===== src/deq_pkg.sv =====
// deq_pkg: shared constants, codes and types of the double-ended queue
`timescale 1ns / 1ps
package deq_pkg;

  localparam int DEPTH       = 16;
  localparam int DATA_WIDTH  = 32;
  localparam int CNT_W       = $clog2(DEPTH + 1);

  localparam int VALUE_W     = 32;
  localparam int OP_W        = 2;
  localparam int STATUS_W    = 2;
  localparam int FILL_W      = 5;
  localparam int OUT_RAW_W   = VALUE_W + STATUS_W + FILL_W;
  localparam int OUT_TDATA_W = ((OUT_RAW_W + 7) / 8) * 8;
  localparam int OUT_PAD_W   = OUT_TDATA_W - OUT_RAW_W;

  typedef logic signed [DATA_WIDTH-1:0] word_t;
  typedef logic [CNT_W-1:0]             count_t;

  typedef enum logic [OP_W-1:0] {
    OP_PUSH_FRONT = 2'd0,
    OP_PUSH_BACK  = 2'd1,
    OP_POP_FRONT  = 2'd2,
    OP_POP_BACK   = 2'd3
  } op_e;

  typedef enum logic [STATUS_W-1:0] {
    STAT_DONE  = 2'd0,
    STAT_EMPTY = 2'd1,
    STAT_FULL  = 2'd2
  } status_e;

  typedef struct packed {
    logic shift_right;
    logic shift_left;
    logic push_back;
    logic pop_back;
  } cell_ctrl_t;

endpackage


===== src/deq_cell.sv =====
// deq_cell: one slot of the shift chain with its data word and occupancy flag
`timescale 1ns / 1ps
module deq_cell (
  input  logic              clk_i,
  input  logic              rst_ni,
  input  deq_pkg::cell_ctrl_t ctrl_i,
  input  deq_pkg::word_t    push_i,
  input  deq_pkg::word_t    left_data_i,
  input  logic              left_valid_i,
  input  deq_pkg::word_t    right_data_i,
  input  logic              right_valid_i,
  output deq_pkg::word_t    data_o,
  output logic              valid_o,
  output logic              tail_o,
  output deq_pkg::word_t    tail_data_o
);
  import deq_pkg::*;

  word_t data_q, data_d;
  logic  valid_q, valid_d;

  always_comb begin
    data_d  = data_q;
    valid_d = valid_q;
    if (ctrl_i.shift_right) begin
      data_d  = left_data_i;
      valid_d = left_valid_i;
    end else if (ctrl_i.shift_left) begin
      data_d  = right_data_i;
      valid_d = right_valid_i;
    end else if (ctrl_i.push_back) begin
      // first empty slot behind the last word takes the value
      if (!valid_q && left_valid_i) begin
        data_d  = push_i;
        valid_d = 1'b1;
      end
    end else if (ctrl_i.pop_back) begin
      if (valid_q && !right_valid_i) begin
        valid_d = 1'b0;
      end
    end
  end

  always_ff @(posedge clk_i or negedge rst_ni) begin
    if (!rst_ni) begin
      valid_q <= 1'b0;
    end else begin
      valid_q <= valid_d;
    end
  end

  always_ff @(posedge clk_i) begin
    data_q <= data_d;
  end

  assign data_o      = data_q;
  assign valid_o     = valid_q;
  assign tail_o      = valid_q && !right_valid_i;
  assign tail_data_o = tail_o ? data_q : '0;

endmodule


===== src/double_ended_queue_unit.sv =====
// double_ended_queue_unit: bounded deque of signed words built as a chain of shift cells
`timescale 1ns / 1ps
// Takes one item per clock cycle while the result register is empty or being
// read, and returns one result item per item through that register in the cycle
// after acceptance; on acceptance every cell loads from its neighbor, the push
// value or itself. Item: tuser = operation (push front, push back, pop front,
// pop back), tdata = push value. Result: popped word, status (done, pop on empty,
// push on full) and fill level after the operation. Refused operations leave the
// queue unchanged. No clearing pass after reset; the queue is empty at once.
module double_ended_queue_unit (
  input  logic                              clk_i,
  input  logic                              rst_ni,
  input  logic                              s_axis_tvalid,
  output logic                              s_axis_tready,
  input  logic [deq_pkg::VALUE_W-1:0]       s_axis_tdata,  // push_value
  input  logic [deq_pkg::OP_W-1:0]          s_axis_tuser,  // operation
  output logic                              m_axis_tvalid,
  input  logic                              m_axis_tready,
  output logic [deq_pkg::OUT_TDATA_W-1:0]   m_axis_tdata   // pop_value, status, fill_level
);
  import deq_pkg::*;

  op_e        op;
  logic       in_fire;
  logic       is_full, is_empty;
  word_t      push_word;
  cell_ctrl_t ctrl;

  word_t             cell_data [DEPTH];
  word_t             cell_tail_data [DEPTH];
  logic [DEPTH-1:0]  cell_valid;
  logic [DEPTH-1:0]  cell_tail;
  word_t             back_word;

  count_t  count_q, count_d;
  logic    out_valid_q;
  logic    [VALUE_W-1:0] pop_q, pop_d;
  status_e status_q, status_d;
  logic    [FILL_W-1:0] fill_q;

  assign op        = op_e'(s_axis_tuser);
  assign push_word = DATA_WIDTH'(signed'(s_axis_tdata));
  assign is_full   = (count_q == CNT_W'(DEPTH));
  assign is_empty  = (count_q == '0);

  assign s_axis_tready = !out_valid_q || m_axis_tready;
  assign in_fire       = s_axis_tvalid && s_axis_tready;

  for (genvar i = 0; i < DEPTH; i++) begin : g_cell
    word_t left_data, right_data;
    logic  left_valid, right_valid;

    if (i == 0) begin : g_head
      assign left_data  = push_word;
      assign left_valid = 1'b1;
    end else begin : g_mid_l
      assign left_data  = cell_data[i-1];
      assign left_valid = cell_valid[i-1];
    end

    if (i == DEPTH - 1) begin : g_end
      assign right_data  = '0;
      assign right_valid = 1'b0;
    end else begin : g_mid_r
      assign right_data  = cell_data[i+1];
      assign right_valid = cell_valid[i+1];
    end

    deq_cell u_cell (
      .clk_i         (clk_i),
      .rst_ni        (rst_ni),
      .ctrl_i        (ctrl),
      .push_i        (push_word),
      .left_data_i   (left_data),
      .left_valid_i  (left_valid),
      .right_data_i  (right_data),
      .right_valid_i (right_valid),
      .data_o        (cell_data[i]),
      .valid_o       (cell_valid[i]),
      .tail_o        (cell_tail[i]),
      .tail_data_o   (cell_tail_data[i])
    );
  end

  always_comb begin
    back_word = '0;
    for (int i = 0; i < DEPTH; i++) begin
      back_word = back_word | cell_tail_data[i];
    end
  end

  always_comb begin
    ctrl     = '0;
    count_d  = count_q;
    pop_d    = '0;
    status_d = STAT_DONE;
    unique case (op)
      OP_PUSH_FRONT: begin
        if (is_full) begin
          status_d = STAT_FULL;
        end else begin
          ctrl.shift_right = in_fire;
          count_d          = count_q + 1'b1;
        end
      end
      OP_PUSH_BACK: begin
        if (is_full) begin
          status_d = STAT_FULL;
        end else begin
          ctrl.push_back = in_fire;
          count_d        = count_q + 1'b1;
        end
      end
      OP_POP_FRONT: begin
        if (is_empty) begin
          status_d = STAT_EMPTY;
        end else begin
          ctrl.shift_left = in_fire;
          count_d         = count_q - 1'b1;
          pop_d           = VALUE_W'(cell_data[0]);
        end
      end
      OP_POP_BACK: begin
        if (is_empty) begin
          status_d = STAT_EMPTY;
        end else begin
          ctrl.pop_back = in_fire;
          count_d       = count_q - 1'b1;
          pop_d         = VALUE_W'(back_word);
        end
      end
      default: begin
        status_d = STAT_DONE;
      end
    endcase
  end

  always_ff @(posedge clk_i or negedge rst_ni) begin
    if (!rst_ni) begin
      count_q     <= '0;
      out_valid_q <= 1'b0;
    end else begin
      if (in_fire) begin
        count_q     <= count_d;
        out_valid_q <= 1'b1;
      end else if (m_axis_tready) begin
        out_valid_q <= 1'b0;
      end
    end
  end

  always_ff @(posedge clk_i) begin
    if (in_fire) begin
      pop_q    <= pop_d;
      status_q <= status_d;
      fill_q   <= FILL_W'(count_d);
    end
  end

  assign m_axis_tvalid = out_valid_q;
  assign m_axis_tdata  = {{OUT_PAD_W{1'b0}}, fill_q, status_q, pop_q};

  a_count_bound: assert property (@(posedge clk_i) disable iff (!rst_ni)
    count_q <= CNT_W'(DEPTH))
    else $error("fill count above depth");

  a_valid_matches_count: assert property (@(posedge clk_i) disable iff (!rst_ni)
    CNT_W'($countones(cell_valid)) == count_q)
    else $error("occupied cells disagree with fill count");

  a_head_occupied: assert property (@(posedge clk_i) disable iff (!rst_ni)
    cell_valid[0] == !is_empty)
    else $error("words not packed at the front of the chain");

  a_single_tail: assert property (@(posedge clk_i) disable iff (!rst_ni)
    $onehot0(cell_tail))
    else $error("more than one tail cell");

  a_full_flagged: assert property (@(posedge clk_i) disable iff (!rst_ni)
    in_fire && is_full && (op == OP_PUSH_FRONT || op == OP_PUSH_BACK)
    |=> status_q == STAT_FULL && fill_q == FILL_W'(DEPTH))
    else $error("push on full queue not refused");

endmodule


===== config.mk =====
export PLATFORM = sky130hd
export DESIGN_NAME = double_ended_queue_unit
export DESIGN_NICKNAME = d
export VERILOG_FILES = /design/src/deq_pkg.sv /design/src/deq_cell.sv /design/src/double_ended_queue_unit.sv
export SDC_FILE = /design/constraint.sdc
export NUM_CORES = 1
export LEC_CHECK = 0
export BUFFER_PORTS_ARGS = -buffer_cell sky130_fd_sc_hd__buf_2
export CAP_MARGIN = 10
export CORE_UTILIZATION = 45
export CTS_CLUSTER_DIAMETER = 100
export DETAILED_ROUTE_END_ITERATION = 16
export PLACE_DENSITY_LB_ADDON = 0.08
export SYNTH_ARGS = -nofsm -noshare
export SYNTH_HDL_FRONTEND = slang
export SYNTH_HIERARCHICAL = 1
export SYNTH_SLANG_ARGS = --single-unit

===== constraint.sdc =====
create_clock -name clk_i -period 7.1 [get_ports clk_i]
set_clock_uncertainty 0.05 [all_clocks]
set_input_delay 1.42 -clock clk_i [delete_from_list [all_inputs] [get_ports clk_i]]
set_output_delay 1.42 -clock clk_i [all_outputs]
set_load 0.02 [all_outputs]

==> impl_results.md <==
- Worst hold-check path type: reg -> reg
- Nets: approximately 3300
- Minimum clock period: 4.57 ns
- Max Cap Viol: 0
- Num Clock Sinks: around 570
- Max Clock Freq: 219 MHz
- Routed length per instance: between 20 and 25 µm
- Core area: 76300 µm²
- P&R area growth vs syn: 7.67%
- Status: finished, final reports clean
- Root Driver: clkbuf_16
- CTS buffer count: a little under 70
- Post-CTS Resized: 0
- Htree depth: 3
- I/O pins: 80
- PD cells: approximately 260 nW/µm²
- Peak VDD IR: between 0.15 and 0.2 mV
- RSZ-0062 raised after global routing: false
- Bufs and invs on worst path: 3
- Critical path's largest stage delay: a little under 0.9 ns
- Drt via density: around 5.8
- Final Hold Viols: 0
- Slew Limit Fails: 0
- YS warnings: 6
- Total wire length: around 100000 µm
- Iter 0 DRT Violations: roughly 2400
- Crit-path slowest cell: buf_4
- Height of the die: between 200 and 300 µm
- Row cnt: just over 100
- Die W: approximately 280 µm
- Final Util: approximately 49%
- CTS tree: done
- CP Launch Type: input port
- Avg Cell Area, Syn: 10.7 µm²
- Comb pwr share: roughly a fifth
- Reg power frac: 45.1%
- I/O Buffers: between 70 and 80
- Leak Pwr: between 0.01 and 0.015 µW
- Vias in the first global route: approximately 24000
- Synthesized area: roughly 35000 µm²
- CP Max Fanout: 222
- Synth Register Bits: approximately 570
- Worst skew pair latency: approximately 0.61 ns
- Ys flop type: edfxtp_1
- Hold slack: around 0.49 ns
- Pre-CTS setup slack: between 2 and 2.5 ns
- Crit-path cells: buf_2 -> nand2b_1 -> and2_4 -> nand2_1 -> nor2_4 -> buf_12 -> buf_4 -> o21ai_0
- Post-route DRC: 0
- Required time of the worst setup path: 7.35 ns
- Post-CTS setup buffer count: 0
- Post-synth top area cell: edfxtp_1
- First-pass GRT wire length: about 150000 µm
- DP Cell Count: around 4200
- Hold Buf Count CTS: 0
- Number of synthesized flops with an enable pin: ~550
- Final Setup Violations: 0
- Yosys top cell area share: 47.4%
- Final WS setup: 2.53 ns
- Distinct cells, synth: 45
- Detailed Place HPWL: between 50000 and 60000 µm
- Clock transition at path regs: around 0.06 ns
- Setup tns final: 0 ns
- Crit end category: flop
- Post-synth ARST share: under 10%
- Slew margin rel.: between 20% and 30%
- Gr ovfl total: 0
- Finished Layout Cells: around 4300
- Worst-Margin Slew: around 1.2 ns
- Sequential area share after synthesis: between 40% and 50%
- Initial antenna violation count: 14
- NetSw: 2880 µW
- CP Class: in -> reg
- Final period utilization: between 60 and 70%
- Die area: 78600 µm²
- Cells after Synth: around 3300
- Clock share of power: ~36%
- Reg area: approximately 17000 µm²
- CTS max path bufs: 3
- Vias: around 25000
- Sw Ratio: between 20% and 30%
- Most common cell after layout, fill and taps aside: edfxtp_1
- Most frequent cells in the layout: edfxtp_1, nand2_1, mux2i_1, o21ai_0, and2_1
- Cell-internal power: between 6000 and 7000 µW
- Worst Path Arrival: roughly 4.8 ns
- Area of the multi-input gates: about 16000 µm²
- Pre-antenna DRT Iters: 5
- Share of layout cells above drive strength 1: under 10%
- Largest net degree at the start of global routing: between 200 and 300
- Top delay family on crit path: buffers and inverters
- Gpl congestion: between 0.7 and 0.8
- Starting Density: a little under half
- GRT Resource Usage Total: between 20% and 30%
- Largest cells by area after synthesis: edfxtp_1, mux2i_1, and2_1, o21ai_0, nand2_1
- Post-DRT Antenna Nets: 0
- Filler Cells Inserted: approximately 7100
power groups by stage:
| stage | Clock (µW) | Sequential (µW) | Combinational [µW] |
|---|---|---|---|
| final | 3420 | 4340 | 1860 |
| after global routing | 3630 | 4380 | 2010 |
| after global placement | 0 | 4390 | 1830 |
| after detailed placement | 0 | 4400 | 1860 |
| after CTS | 3510 | 4340 | 1860 |
| after floorplan | 0 | 4360 | 1240 |
metal layers:
| metal | share of wire, % | routed length [µm] | vias up | global-route usage, % |
|---|---|---|---|---|
| li1 | - | - | 11800 | - |
| met1 | 46 | 46200 | 12300 | 36.5 |
| met2 | 46 | 46000 | 827 | 40.1 |
| met3 | 5.6 | 5650 | 152 | 3.05 |
| met4 | 2.5 | 2550 | 2 | 7.61 |
| met5 | 0.012 | 12 | - | 0 |
synth_stat cells, types with 22 or more instances:
cell / instances
dfrtp_1: 22
nand2_1: 549
o21ai_0: 533
and2_1: 514
mux2i_1: 529
clkbuf_1: 34
buf_6: 36
buf_4: 33
clkbuf_2: 32
edfxtp_1: 551
nand4_1: 32
a22o_1: 32
nor4_1: 128
buf_2: 53
buf_8: 48
path summary, 6_finish.rpt:
kind | end | depth (start not counted) | slack, ns | startpoint
max | g_cell[8].u_cell/data_o[27] | 8 | 2.53 | m_axis_tready
min | m_axis_tvalid | 2 | 0.49 | m_axis_tvalid
max reg2reg | g_cell[8].u_cell/data_o[27] | 7 | 3.08 | m_axis_tvalid
min in group asynchronous | g_cell[1].u_cell/valid_o | 1 | 0.77 | rst_ni
max in group asynchronous | g_cell[15].u_cell/valid_o | 1 | 5.84 | rst_ni
min reg2reg | m_axis_tvalid | 2 | 0.49 | m_axis_tvalid
per-stage QoR:
stage	power (µW)	instance area (µm²)
floorplan	5600	35000
global placement	6220	35400
detailed placement	6260	35400
CTS	9700	37500
global route	10000	37600
finish	9620	37600
state kept, by name, summed over array words and instances (netlist names):
signal / count
g_cell.u_cell/valid_o: 16
g_cell.u_cell/data_o: 512
pop_q: 32
m_axis_tvalid: 1
count_q: 5
status_q: 2
fill_q: 5
cell families after synthesis:
logic type | Yosys count | synth area share, %
muxes | 546 | 15.9
adders and majority gates | 2 | 0.0717
and+or+nand+nor | 1292 | 19.8
AOI/OAI and AO/OA | 611 | 9.52
other | 2 | 0.0215
DFF | 573 | 49.0
buffers and inverters | 242 | 5.59
xor gates and xnor gates | 2 | 0.0502
layout make-up:
type / count / share of cell area [%]
clock buffer: 82 / 4.84
sequential: 573 / 45.5
antenna: 2 / 0.0133
inverter: 6 / 0.0600
clock inverter: 41 / 0.813
tap: 1030 / 3.43
timing repair buffer: 123 / 2.27
multi-input combinational: 2491 / 43.0
worst min-delay path, stage by stage, from the launching register on:
cell and delay (ns):
dfrtp_1 0.34, nand2b_1 0.08, nand2b_1 0.08
No activity file was read; power rests on OpenSTA's default activity.
